**src/hw/rtl/svpr_pkg.sv**
```systemverilog
// svpr_pkg: shared types and constants for the servo packet receiver queue.
// Used by svpr_ctrl, svpr_datapath and servo_packet_receiver_queue; no dependencies.
`timescale 1ns / 1ps

package svpr_pkg;

  // opcode field values
  localparam logic OP_RECEIVE = 1'b0;
  localparam logic OP_POP     = 1'b1;

  // configuration register indexes
  localparam logic REG_HEADER_FIRST  = 1'b0;
  localparam logic REG_HEADER_SECOND = 1'b1;

  localparam logic [7:0] HEADER_RESET = 8'hFF;
  localparam int         MIN_LENGTH   = 2;

  // controller -> datapath
  typedef struct packed {
    logic rx_id;       // capture id byte
    logic rx_len;      // capture length byte
    logic rx_data;     // store one data byte
    logic copy_start;  // begin moving assembled payload into the ring
    logic copy_step;   // read one assembled byte
    logic commit;      // finish the copy, advance write slot
    logic pop_start;   // latch oldest slot, advance read slot
    logic pop_step;    // read one payload byte of the popped slot
    logic pop_empty;   // emit the single empty-ring result
  } cmd_t;

  // datapath -> controller
  typedef struct packed {
    logic hdr1_hit;
    logic hdr2_hit;
    logic len_ok;
    logic data_last;
    logic csum_ok;
    logic ring_full;
    logic ring_empty;
    logic copy_end;
    logic pop_end;
  } sts_t;

endpackage

```
**src/hw/rtl/svpr_ctrl.sv**
```systemverilog
// svpr_ctrl: parser phase and sequencer state machines.
// Depends on svpr_pkg; drives svpr_datapath through cmd_t, reads sts_t.
`timescale 1ns / 1ps

module svpr_ctrl (
  input  logic            clk,
  input  logic            rst,
  input  logic            start,
  input  logic            opcode,
  input  svpr_pkg::sts_t  sts,
  output svpr_pkg::cmd_t  cmd,
  output logic            busy
);
  import svpr_pkg::*;

  typedef enum logic [2:0] {
    P_HEAD1, P_HEAD2, P_ID, P_LEN, P_DATA
  } phase_t;

  typedef enum logic [1:0] {
    S_IDLE, S_COPY, S_DRAIN, S_POP
  } seq_t;

  phase_t phase, phase_next;
  seq_t   seq, seq_next;
  logic   go;

  assign busy = (seq != S_IDLE);
  assign go   = start && (seq == S_IDLE);

  always_comb begin
    cmd        = '0;
    phase_next = phase;
    seq_next   = seq;
    case (seq)
      S_IDLE: begin
        if (go && (opcode == OP_POP)) begin
          if (sts.ring_empty) begin
            cmd.pop_empty = 1'b1;
          end else begin
            cmd.pop_start = 1'b1;
            seq_next      = S_POP;
          end
        end else if (go) begin
          case (phase)
            P_HEAD2: begin
              phase_next = sts.hdr2_hit ? P_ID : P_HEAD1;
            end
            P_ID: begin
              cmd.rx_id  = 1'b1;
              phase_next = P_LEN;
            end
            P_LEN: begin
              cmd.rx_len = 1'b1;
              phase_next = sts.len_ok ? P_DATA : P_HEAD1;
            end
            P_DATA: begin
              cmd.rx_data = 1'b1;
              if (sts.data_last) begin
                phase_next = P_HEAD1;
                if (sts.csum_ok && !sts.ring_full) begin
                  cmd.copy_start = 1'b1;
                  seq_next       = S_COPY;
                end
              end
            end
            default: begin
              phase_next = sts.hdr1_hit ? P_HEAD2 : P_HEAD1;
            end
          endcase
        end
      end
      S_COPY: begin
        cmd.copy_step = 1'b1;
        if (sts.copy_end) seq_next = S_DRAIN;
      end
      S_DRAIN: begin
        cmd.commit = 1'b1;
        seq_next   = S_IDLE;
      end
      S_POP: begin
        cmd.pop_step = 1'b1;
        if (sts.pop_end) seq_next = S_IDLE;
      end
      default: begin
        seq_next = S_IDLE;
      end
    endcase
  end

  always_ff @(posedge clk) begin
    if (rst) begin
      phase <= P_HEAD1;
      seq   <= S_IDLE;
    end else begin
      phase <= phase_next;
      seq   <= seq_next;
    end
  end

endmodule

```
**src/hw/rtl/svpr_datapath.sv**
```systemverilog
// svpr_datapath: header registers, packet assembly memory, running checksum,
// slot ring memory and result registers. Depends on svpr_pkg; driven by svpr_ctrl.
`timescale 1ns / 1ps

module svpr_datapath #(
  parameter int DATA_MAX    = 32,
  parameter int FRAME_SLOTS = 4
) (
  input  logic            clk,
  input  logic            rst,
  input  logic [7:0]      rx_byte,
  input  logic            cfg_we,
  input  logic            cfg_index,
  input  logic [7:0]      cfg_data,
  input  svpr_pkg::cmd_t  cmd,
  output svpr_pkg::sts_t  sts,
  output logic            out_strobe,
  output logic            packet_valid,
  output logic [7:0]      packet_id,
  output logic [4:0]      packet_length,
  output logic [7:0]      payload_byte,
  output logic            last_byte,
  output logic [2:0]      packets_waiting
);
  import svpr_pkg::*;

  localparam int W      = $clog2(DATA_MAX);
  localparam int SLOT_W = (FRAME_SLOTS > 1) ? $clog2(FRAME_SLOTS) : 1;
  localparam int CNT_W  = $clog2(FRAME_SLOTS + 1);
  localparam int AW     = SLOT_W + W;

  logic [7:0] header_first, header_second;

  // packet being parsed
  logic [7:0]   cur_id;
  logic [W-1:0] cur_len;
  logic [W-1:0] byte_cnt;
  logic [W-1:0] cnt_inc;
  logic [7:0]   sum;

  logic [7:0] asm_mem [DATA_MAX];
  logic [7:0] asm_q;

  // ring
  logic [7:0]        smem [1 << AW];
  logic [7:0]        smem_q;
  logic [7:0]        slot_ids  [FRAME_SLOTS];
  logic [W-1:0]      slot_lens [FRAME_SLOTS];
  logic [SLOT_W-1:0] write_slot, read_slot, rd_slot_l;
  logic [CNT_W-1:0]  used;

  // copy pipeline
  logic [W-1:0] cp_idx, wr_idx;
  logic         wr_v;

  // pop
  logic [W-1:0]     pop_idx;
  logic [7:0]       out_id;
  logic [W-1:0]     out_len;
  logic [CNT_W-1:0] waiting;
  logic             o_v, o_pv, o_last;
  logic [31:0]      len_ext, wait_ext;

  function automatic logic [SLOT_W-1:0] slot_inc(input logic [SLOT_W-1:0] s);
    return (s == SLOT_W'(FRAME_SLOTS - 1)) ? '0 : s + 1'b1;
  endfunction

  assign cnt_inc = byte_cnt + W'(1);

  assign sts.hdr1_hit   = (rx_byte == header_first);
  assign sts.hdr2_hit   = (rx_byte == header_second);
  assign sts.len_ok     = (rx_byte >= 8'(MIN_LENGTH)) && (rx_byte < 8'(DATA_MAX));
  assign sts.data_last  = (cnt_inc == cur_len);
  assign sts.csum_ok    = (~sum == rx_byte);
  assign sts.ring_full  = (used == CNT_W'(FRAME_SLOTS));
  assign sts.ring_empty = (used == '0);
  // payload count is length - 1, so the final index is length - 2
  assign sts.copy_end   = (cp_idx == cur_len - W'(MIN_LENGTH));
  assign sts.pop_end    = (pop_idx == out_len - W'(MIN_LENGTH));

  always_ff @(posedge clk) begin
    if (rst) begin
      header_first  <= HEADER_RESET;
      header_second <= HEADER_RESET;
    end else if (cfg_we) begin
      case (cfg_index)
        REG_HEADER_FIRST:  header_first  <= cfg_data;
        REG_HEADER_SECOND: header_second <= cfg_data;
        default: ;
      endcase
    end
  end

  // parse registers and assembly memory
  always_ff @(posedge clk) begin
    if (cmd.rx_id) begin
      cur_id <= rx_byte;
      sum    <= rx_byte;
    end
    if (cmd.rx_len) begin
      cur_len  <= rx_byte[W-1:0];
      sum      <= sum + rx_byte;
      byte_cnt <= '0;
    end
    if (cmd.rx_data) begin
      asm_mem[byte_cnt] <= rx_byte;
      byte_cnt          <= cnt_inc;
      sum               <= sum + rx_byte;
    end
    asm_q <= asm_mem[cp_idx];
    if (cmd.copy_start) cp_idx <= '0;
    if (cmd.copy_step)  cp_idx <= cp_idx + W'(1);
    wr_idx <= cp_idx;
  end

  // slot payload memory
  always_ff @(posedge clk) begin
    if (wr_v) smem[{write_slot, wr_idx}] <= asm_q;
    smem_q <= smem[{rd_slot_l, pop_idx}];
  end

  // slot headers and pop registers
  always_ff @(posedge clk) begin
    if (cmd.commit) begin
      slot_ids[write_slot]  <= cur_id;
      slot_lens[write_slot] <= cur_len;
    end
    if (cmd.pop_start) begin
      out_id    <= slot_ids[read_slot];
      out_len   <= slot_lens[read_slot];
      rd_slot_l <= read_slot;
      waiting   <= used - CNT_W'(1);
      pop_idx   <= '0;
    end
    if (cmd.pop_step) pop_idx <= pop_idx + W'(1);
    o_pv   <= cmd.pop_step;
    o_last <= cmd.pop_empty || (cmd.pop_step && sts.pop_end);
  end

  // control state
  always_ff @(posedge clk) begin
    if (rst) begin
      write_slot <= '0;
      read_slot  <= '0;
      used       <= '0;
      wr_v       <= 1'b0;
      o_v        <= 1'b0;
    end else begin
      wr_v <= cmd.copy_step;
      o_v  <= cmd.pop_step || cmd.pop_empty;
      if (cmd.commit) begin
        write_slot <= slot_inc(write_slot);
        used       <= used + CNT_W'(1);
      end else if (cmd.pop_start) begin
        read_slot <= slot_inc(read_slot);
        used      <= used - CNT_W'(1);
      end
    end
  end

  assign len_ext  = 32'(out_len);
  assign wait_ext = 32'(waiting);

  assign out_strobe      = o_v;
  assign packet_valid    = o_pv;
  assign last_byte       = o_last;
  assign packet_id       = o_pv ? out_id : '0;
  assign packet_length   = o_pv ? len_ext[4:0] : '0;
  assign payload_byte    = o_pv ? smem_q : '0;
  assign packets_waiting = o_pv ? wait_ext[2:0] : '0;

endmodule

```
**src/hw/rtl/servo_packet_receiver_queue.sv**
```systemverilog
// servo_packet_receiver_queue: top level of the serial packet receiver with packet ring.
// Depends on svpr_pkg, svpr_ctrl and svpr_datapath.
`timescale 1ns / 1ps
//
//  channel  | signals                                         | handshake
//  ---------+-------------------------------------------------+---------------------------
//  command  | start, busy, opcode, rx_byte                    | taken when start & !busy
//  config   | cfg_valid, cfg_ready, cfg_index, cfg_data       | taken when valid & ready
//  result   | out_strobe, packet_valid, packet_id,            | one-cycle strobe, no stall
//           | packet_length, payload_byte, last_byte,         |
//           | packets_waiting                                 |
//
//  The checksum byte of a good packet that fits the ring starts a copy of its payload
//  into the ring: one assembled byte per cycle, then one write-back. A pop of a stored
//  packet first latches the oldest slot, then reads one payload byte per cycle off the
//  ring memory. An empty pop only emits the empty-ring result. Results appear in the
//  cycle after their read. Reset (rst, synchronous) empties the ring and restarts
//  the header hunt without clearing memories. The receiver cannot stall results.

module servo_packet_receiver_queue #(
  parameter int DATA_MAX    = 32,
  parameter int FRAME_SLOTS = 4
) (
  input  logic       clk,
  input  logic       rst,
  // command transaction
  input  logic       start,
  output logic       busy,
  input  logic       opcode,
  input  logic [7:0] rx_byte,
  // configuration write transaction
  input  logic       cfg_valid,
  output logic       cfg_ready,
  input  logic       cfg_index,
  input  logic [7:0] cfg_data,
  // result transaction
  output logic       out_strobe,
  output logic       packet_valid,
  output logic [7:0] packet_id,
  output logic [4:0] packet_length,
  output logic [7:0] payload_byte,
  output logic       last_byte,
  output logic [2:0] packets_waiting
);
  import svpr_pkg::*;

  cmd_t cmd;
  sts_t sts;

  // header registers are writable at any time
  assign cfg_ready = 1'b1;

  svpr_ctrl u_ctrl (
    .clk    (clk),
    .rst    (rst),
    .start  (start),
    .opcode (opcode),
    .sts    (sts),
    .cmd    (cmd),
    .busy   (busy)
  );

  svpr_datapath #(
    .DATA_MAX    (DATA_MAX),
    .FRAME_SLOTS (FRAME_SLOTS)
  ) u_dp (
    .clk             (clk),
    .rst             (rst),
    .rx_byte         (rx_byte),
    .cfg_we          (cfg_valid && cfg_ready),
    .cfg_index       (cfg_index),
    .cfg_data        (cfg_data),
    .cmd             (cmd),
    .sts             (sts),
    .out_strobe      (out_strobe),
    .packet_valid    (packet_valid),
    .packet_id       (packet_id),
    .packet_length   (packet_length),
    .payload_byte    (payload_byte),
    .last_byte       (last_byte),
    .packets_waiting (packets_waiting)
  );

  // a packet is only committed into a ring with room for it
  a_commit_room: assert property (@(posedge clk) disable iff (rst)
    cmd.commit |-> !sts.ring_full)
    else $error("commit into a full ring");

  // a pop only latches a slot when one is stored
  a_pop_stored: assert property (@(posedge clk) disable iff (rst)
    cmd.pop_start |-> !sts.ring_empty)
    else $error("pop started on an empty ring");

  // an empty-ring result is always the only result of its pop
  a_empty_last: assert property (@(posedge clk) disable iff (rst)
    (out_strobe && !packet_valid) |-> last_byte)
    else $error("empty result without last marker");

  // busy only rises after a command transaction
  a_busy_cause: assert property (@(posedge clk) disable iff (rst)
    $rose(busy) |-> $past(start))
    else $error("busy rose without a command");

endmodule
```
**config.mk**
```make
export PLATFORM = sky130hd
export DESIGN_NAME = servo_packet_receiver_queue
export DESIGN_NICKNAME = d
export VERILOG_FILES = /design/src/hw/rtl/svpr_pkg.sv /design/src/hw/rtl/svpr_ctrl.sv /design/src/hw/rtl/svpr_datapath.sv /design/src/hw/rtl/servo_packet_receiver_queue.sv
export SDC_FILE = /design/constraint.sdc
export NUM_CORES = 2
export LEC_CHECK = 0
export BUFFER_PORTS_ARGS = -buffer_cell sky130_fd_sc_hd__buf_2
export CAP_MARGIN = 20
export CORE_UTILIZATION = 30
export CTS_CLUSTER_SIZE = 14
export DETAILED_ROUTE_END_ITERATION = 12
export SLEW_MARGIN = 30
export SYNTH_ARGS = -nofsm -noshare
export SYNTH_HDL_FRONTEND = slang
export SYNTH_SLANG_ARGS = --single-unit
```
**constraint.sdc**
```tcl
create_clock -name clk -period 5.6 [get_ports clk]
set_clock_uncertainty 0.05 [all_clocks]
set_input_delay 0.28 -clock clk [delete_from_list [all_inputs] [get_ports clk]]
set_output_delay 0.28 -clock clk [all_outputs]
set_load 0.01 [all_outputs]
```
# Word level (Yosys, flattened, before mapping)
# Memory sizes are Yosys's and may differ from the RTL's. A register that Yosys moved wholly into a read port is not among the register bits.
# Index checks and enable logic that the tools add are counted.
[word_totals]
in_bits = 22
n_memories = 4
wordCells = 139
out_inout_bits = 29
register_bits = 78
ram_bits = 1332
[mem_list]
columns = ["memory", "words", "width", "rd", "rd_clocked_by_memory_dff", "wr", "line", "text"]
rows = [
  ["u_dp.smem", 128, 8, 1, 1, 1, "svpr_datapath.sv:45", "logic [7:0] smem [1 << AW];"],
  ["u_dp.asm_mem", 32, 8, 1, 1, 1, "svpr_datapath.sv:41", "logic [7:0] asm_mem [DATA_MAX];"],
  ["u_dp.slot_ids", 4, 8, 1, 1, 1, "svpr_datapath.sv:47", "logic [7:0] slot_ids [FRAME_SLOTS];"],
  ["u_dp.slot_lens", 4, 5, 1, 1, 1, "svpr_datapath.sv:48", "logic [W-1:0] slot_lens [FRAME_SLOTS];"],
]
[classes]
n_bitwise = 4
muxes = 54
n_reduce_logical = 21
n_addsub = 10
n_eq_ne = 24
magnitude_cmp = 2
[op_table]
columns = ["op", "count"]
rows = [
  ["8-bit two-way mux", 5],
  ["5-bit two-way mux", 7],
  ["8-bit == test", 3],
  ["2-bit two-way mux", 12],
  ["1-bit two-way mux", 20],
  ["5-bit by 1-bit adder with 5-bit output, second input constant", 3],
  ["5-bit == test", 3],
  ["3-bit two-way mux", 5],
  ["4-bit two-way mux", 3],
  ["3-bit != test, second input constant", 4],
  ["3-bit case mux with 4 select lines", 1],
  ["2-bit nonzero test", 5],
  ["5-bit by 2-bit subtractor with 5-bit output, second input constant", 2],
  ["8-bit adder", 1],
  ["2-bit == test, second input constant", 4],
  ["8-bit by 2-bit greater-or-equal comparator with 1-bit output, second input constant", 1],
  ["8-bit by 6-bit less-than comparator with 1-bit output, second input constant", 1],
  ["8-bit inverter", 1],
  ["2-bit case mux with 4 select lines", 1],
  ["7-bit AND reduction", 1],
  ["3-bit by 2-bit == test with 1-bit output, second input constant", 2],
  ["3-bit == test, second input constant", 2],
  ["2-bit AND reduction", 3],
  ["1-bit logical AND", 5],
  ["other kinds (15)", 20],
]

# Logic depth before layout (Yosys ltp)
[depth]
depth_word = 12
ltp_mapped = 11
depth_no_buf = 9

# By module
# Synthesis repeated with hierarchy kept, for this count alone.
[unflattened]
cells_unflattened = 2839
area_unflattened_um2 = 56337.8
[modules_own_cells]
columns = ["mod", "seq_area_each_um2", "cells_each", "area_each_um2", "instances"]
rows = [
  ["svpr_datapath", 42580.8, 2787, 55976.2, 1],
  ["svpr_ctrl", 100.1, 50, 350.3, 1],
  ["servo_packet_receiver_queue", 0.0, 2, 11.3, 1],
]

# Worst setup path after synthesis
# No wires, ideal clock.
[synth_timing]
path_kind = "register to register"
startpoint = "reg u_dp.asm_q[0], read port of u_dp.asm_mem"
endpoint = "mem u_dp.smem[0][0] (data pin)"
n_path_buf = 0
stages_incl_launch_ff = 1
t_required_ns = 5.024
path_slack_ns = 3.201
t_arrival_ns = 1.823
period_less_slack_ns = 2.399
setup_time_ns = 0.526
cell_sequence = "dfxtp_1"
[synth_rtl]
columns = ["element", "line", "text"]
rows = [
  ["from (decl)", "svpr_datapath.sv:42", "logic [7:0] asm_q;"],
  ["to (decl)", "svpr_datapath.sv:45", ""],
]
# No word-level cell before the write port.

==> results by group <==
Clocking
  – Clk_lat worst skew: 0.77 ns
  – CTS Sinks: 1439
  – Clock Pin Slew Worst Setup and Hold Paths: ~0.060 ns
  – Post-CTS sizing: 0
  – Root Driver: clkbuf_16
  – CTS tree: done
  – CTS buffer count: 145
  – Htree depth: 4
  – Clock Tree Buf Depth: 3

Die
  – Core area: 185600 um2
  – Die Span Y: 434.5 um
  – Starting Density: a little under a third
  – # rows: 158
  – Die area: ~190000 um2
  – Io pins: 51
  – Die X-Extent: 434.5 um

STA
  – Worst slew pin tran: 1.039 ns
  – WHS: 0.05258 ns
  – # setup viols final: 0
  – RSZ-0062 raised after global routing: false
  – Minimum clock period: 3.322 ns
  – Setup_tns: 0 ns
  – Max Fclk: 301.0 MHz
  – Hold Fails Final Rpt: 0
  – Final Max Tran Viols: 0
  – Worst slew margin: between 30% and 40%
  – Period utilization: 59.32%

Power
  – Worst vdd ir: 0.3277 mV
  – Seq pwr share: 53.4%
  – P_sw: 4.906 mW
  – Combinational share of power: 4.3%
  – Net Sw Frac: 21.64%
  – Clock network power share: 42.3%
  – Pint: 17.76 mW
  – Total power density per cell area: 353.6 nW/um2
  – Final Total Pwr: roughly 23 mW
  – Pleak: 19.95 nW

Synthesis
  – Distinct cells, synth: 55
  – Ranking of synthesized cells by area: edfxtp_1, mux4_2, mux2i_1, dfxtp_1, nor2_1
  – Syn_nets: 2831
  – Compound-gate portion of the synthesized area: 3.117%
  – Yosys warns: 0
  – Async SR Flop Fraction: 0%
  – Mapped Area: 56110 um2
  – Xor/xnor share of the synthesized area: 0.8050%
  – Synth Instances: approximately 2800
  – Synth Area in Adders: 0.5485%
  – EDFF count, synth: between 1000 and 1500
  – Leading area contributor after synthesis: edfxtp_1
  – Sequential element share of the synthesized area: roughly 76%
  – Dominant synthesized flop cell: edfxtp_1
  – Share of Yosys cell area claimed by the top area cell type: 74.17%
  – Register bit total from synthesis: approximately 1400
  – Simple-gate share of the synthesized area: around 3.4%
  – Post-synthesis mux area share: ~14%
  – Largest family of logic cells by synthesized area: multiplexers
  – Syn_area_per_cell: 20.15 um2

Critical path
  – Worst-path maximum fanout: 31
  – Top delay family on crit path: compound AO/OA/AOI/OAI gates
  – Buffers plus inverters on the worst setup path: 2
  – CP cell instances: buf_4 -> nor2_4 -> buf_4 -> a22oi_1 -> a22oi_1 -> o22ai_1 -> a211oi_1
  – Max stage delay on crit path: 0.61 ns
  – Worst setup EP type: flop
  – CP Class: flop to flop
  – CP required: 6.23 ns
  – Slowest-stage cell, CP: nor2_4
  – Crit path DAT: 3.96 ns
  – Startpoint Class: flop

Cells and area
  – Final net count: around 3000
  – Share of layout cells above drive strength 1: a little over a fifth
  – Fillers: 17200
  – Layout area overhead: 14.26%

Place
  – Routability Congestion: 0.8080
  – Port bufs: 49
  – Placed wire-length estimate: between 80 and 90 mm

GRT
  – Global-route wire length before repair: 195.6 mm
  – M1 GR Usage: between 10% and 20%
  – Largest net degree at the start of global routing: 137
  – Met3 global-route usage: 2.970%
  – Initial antenna violation count: 14
  – GRT Util Overall: between 10% and 20%
  – Met2 usage: between 20% and 30%
  – Most Crowded Layer GR: met2
  – Vias in the first global route: 27290
  – Grt total ovfl: 0

Route
  – Routed wire length per instance: between 20 and 25 um
  – Pre-antenna DRT Iters: 6
  – DRC viols: 0
  – Via-per-instance ratio: between 4 and 5
  – DRT antenna net count: 0
  – DR iter-0 viols: approximately 2900
  – DR vias: 27220
  – Routed WL: 134.5 mm

Outcome
  – Status: finished clean

Hold path
  – Worst min path class: input pin to flop

Flow run
  – Max_cap viols: 0
-- Yosys cell counts, types with 11 or more instances --
library cell  instances
a211o_1              16
a211oi_1             39
a21oi_1              35
a22oi_1              54
and2_1               32
buf_1                14
buf_2                22
buf_4                15
buf_6                23
clkbuf_1             68
dfxtp_1              53
edfxtp_1           1386
ha_1                 23
inv_1                20
mux2i_1             117
mux4_2              304
nand2_1              77
nand3_1              26
nand4_1              11
nor2_1              199
nor2b_1              26
nor3_1               15
o21ai_0              21
o21ai_1              12
o221ai_1             14
o22ai_1              39
xnor2_1              30
xor2_1               19
-- metrics by stage --
| stage | area, um2 | instances | util [%] | worst slack (ns) |
|---|---|---|---|---|
| after floorplan | 56110 | 2785 | - | 3.201 |
| after global placement | 59190 | 5219 | 31.88 | 2.002 |
| after detailed placement | 59250 | 5222 | 31.92 | 2.324 |
| after CTS | 64100 | 5502 | 34.53 | 2.282 |
| after global routing | 64110 | 5502 | 34.54 | 2.111 |
| final | 64110 | 5504 | 34.54 | 2.278 |
-- layer usage --
| layer | part of all wire, % | vias to the layer above |
|---|---|---|
| met4 | 2.1 | 4 |
| met3 | 6.7 | 179 |
| met2 | 49 | 932 |
| li1 | - | 11700 |
| met1 | 42 | 14400 |
| met5 | 0.020 | - |
-- area by class of cell --
| class | count | area, um2 | share of cell area, % |
|---|---|---|---|
| Antenna cell | 2 | 5.005 | 0.007806 |
| Clock buffer | 187 | 3841 | 5.991 |
| Clock inverter | 75 | 828.3 | 1.292 |
| Inverter | 21 | 78.83 | 0.1229 |
| Multi-Input combinational cell | 1181 | 12590 | 19.64 |
| Sequential cell | 1439 | 42710 | 66.62 |
| Tap cell | 2480 | 3103 | 4.840 |
| Timing Repair Buffer | 119 | 955.9 | 1.491 |
-- flip-flops by register name, summed over array words and instances, names as in the netlist, 5 cells and up --
| register | count |
|---|---|
| u_dp.asm_mem | 256 |
| u_dp.header_first | 8 |
| u_dp.smem_q | 8 |
| u_dp.cp_idx | 5 |
| u_dp.slot_lens | 20 |
| u_dp.wr_idx | 5 |
| u_dp.asm_q | 8 |
| u_dp.out_id | 8 |
| u_dp.slot_ids | 32 |
| u_dp.out_len | 5 |
| u_dp.sum | 8 |
| u_dp.cur_id | 8 |
| u_dp.header_second | 8 |
| u_dp.pop_idx | 5 |
| u_dp.byte_cnt | 5 |
| u_dp.cur_len | 5 |
| u_dp.smem | 1024 |
-- power by group through the flow --
stage / Sequential [mW] / Combinational [mW] / Clock (mW)
finish: 12.1 / 0.976 / 9.59
global route: 12.1 / 1.04 / 10.2
CTS: 12.1 / 0.994 / 9.75
detailed placement: 12.3 / 0.978 / 0
global placement: 12.3 / 0.944 / 0
floorplan: 12.3 / 0.542 / 0
-- cells by family (layout without fill, tap and decap cells) --
logic type | count (synthesis) | in the layout
AO/OA/AOI/OAI | 255 | 255
XOR/XNOR | 50 | 50
adder cells (fa/ha/maj) | 24 | 24
buffers and inverters | 165 | 402
flip-flops | 1439 | 1439
multiplexers | 429 | 429
other | 1 | 3
AND/OR/NAND/NOR | 422 | 422
-- path summary, 6_finish.rpt --
| path | from | end | slack [ns] | cells after the start |
|---|---|---|---|---|
| setup / recovery | u_dp.pop_idx[2] | u_dp.smem_q[1] | 2.28 | 7 |
| hold reg to reg | u_dp.cp_idx[2] | u_dp.wr_idx[2] | 0.33 | 0 |
| setup reg to reg | u_dp.pop_idx[2] | u_dp.smem_q[1] | 2.28 | 7 |
| hold / removal | rx_byte[0] | u_dp.asm_mem[14][0] | 0.05 | 2 |
-- cells in the final DEF (no fill, tap or decap), types with 11 or more instances in the layout --
| cell | instances |
|---|---|
| xor2_1 | 19 |
| mux4_2 | 304 |
| clkinv_1 | 26 |
| o221ai_1 | 14 |
| dfxtp_1 | 44 |
| nand4_1 | 11 |
| ha_1 | 23 |
| nor2b_1 | 22 |
| o21ai_0 | 21 |
| a22oi_1 | 54 |
| clkinv_2 | 17 |
| o22ai_1 | 39 |
| clkbuf_1 | 33 |
| xnor2_1 | 30 |
| mux2i_1 | 117 |
| nor3_1 | 15 |
| dlygate4sd3_1 | 18 |
| buf_2 | 49 |
| a211o_1 | 16 |
| nor2_1 | 196 |
| and2_1 | 32 |
| buf_4 | 39 |
| a211oi_1 | 39 |
| nand3_1 | 21 |
| a21oi_1 | 35 |
| o21ai_1 | 12 |
| inv_1 | 20 |
| bufinv_16 | 12 |
| edfxtp_1 | 1386 |
| nand2_1 | 77 |
| clkbuf_16 | 145 |
-- what timing repair did --
item                                   in CTS  in global routing
hold buffers                               18                  0
endpoints found under the hold margin      44                  0
setup buffers                               0                  0
No activity file was read; power rests on OpenSTA's default activity.
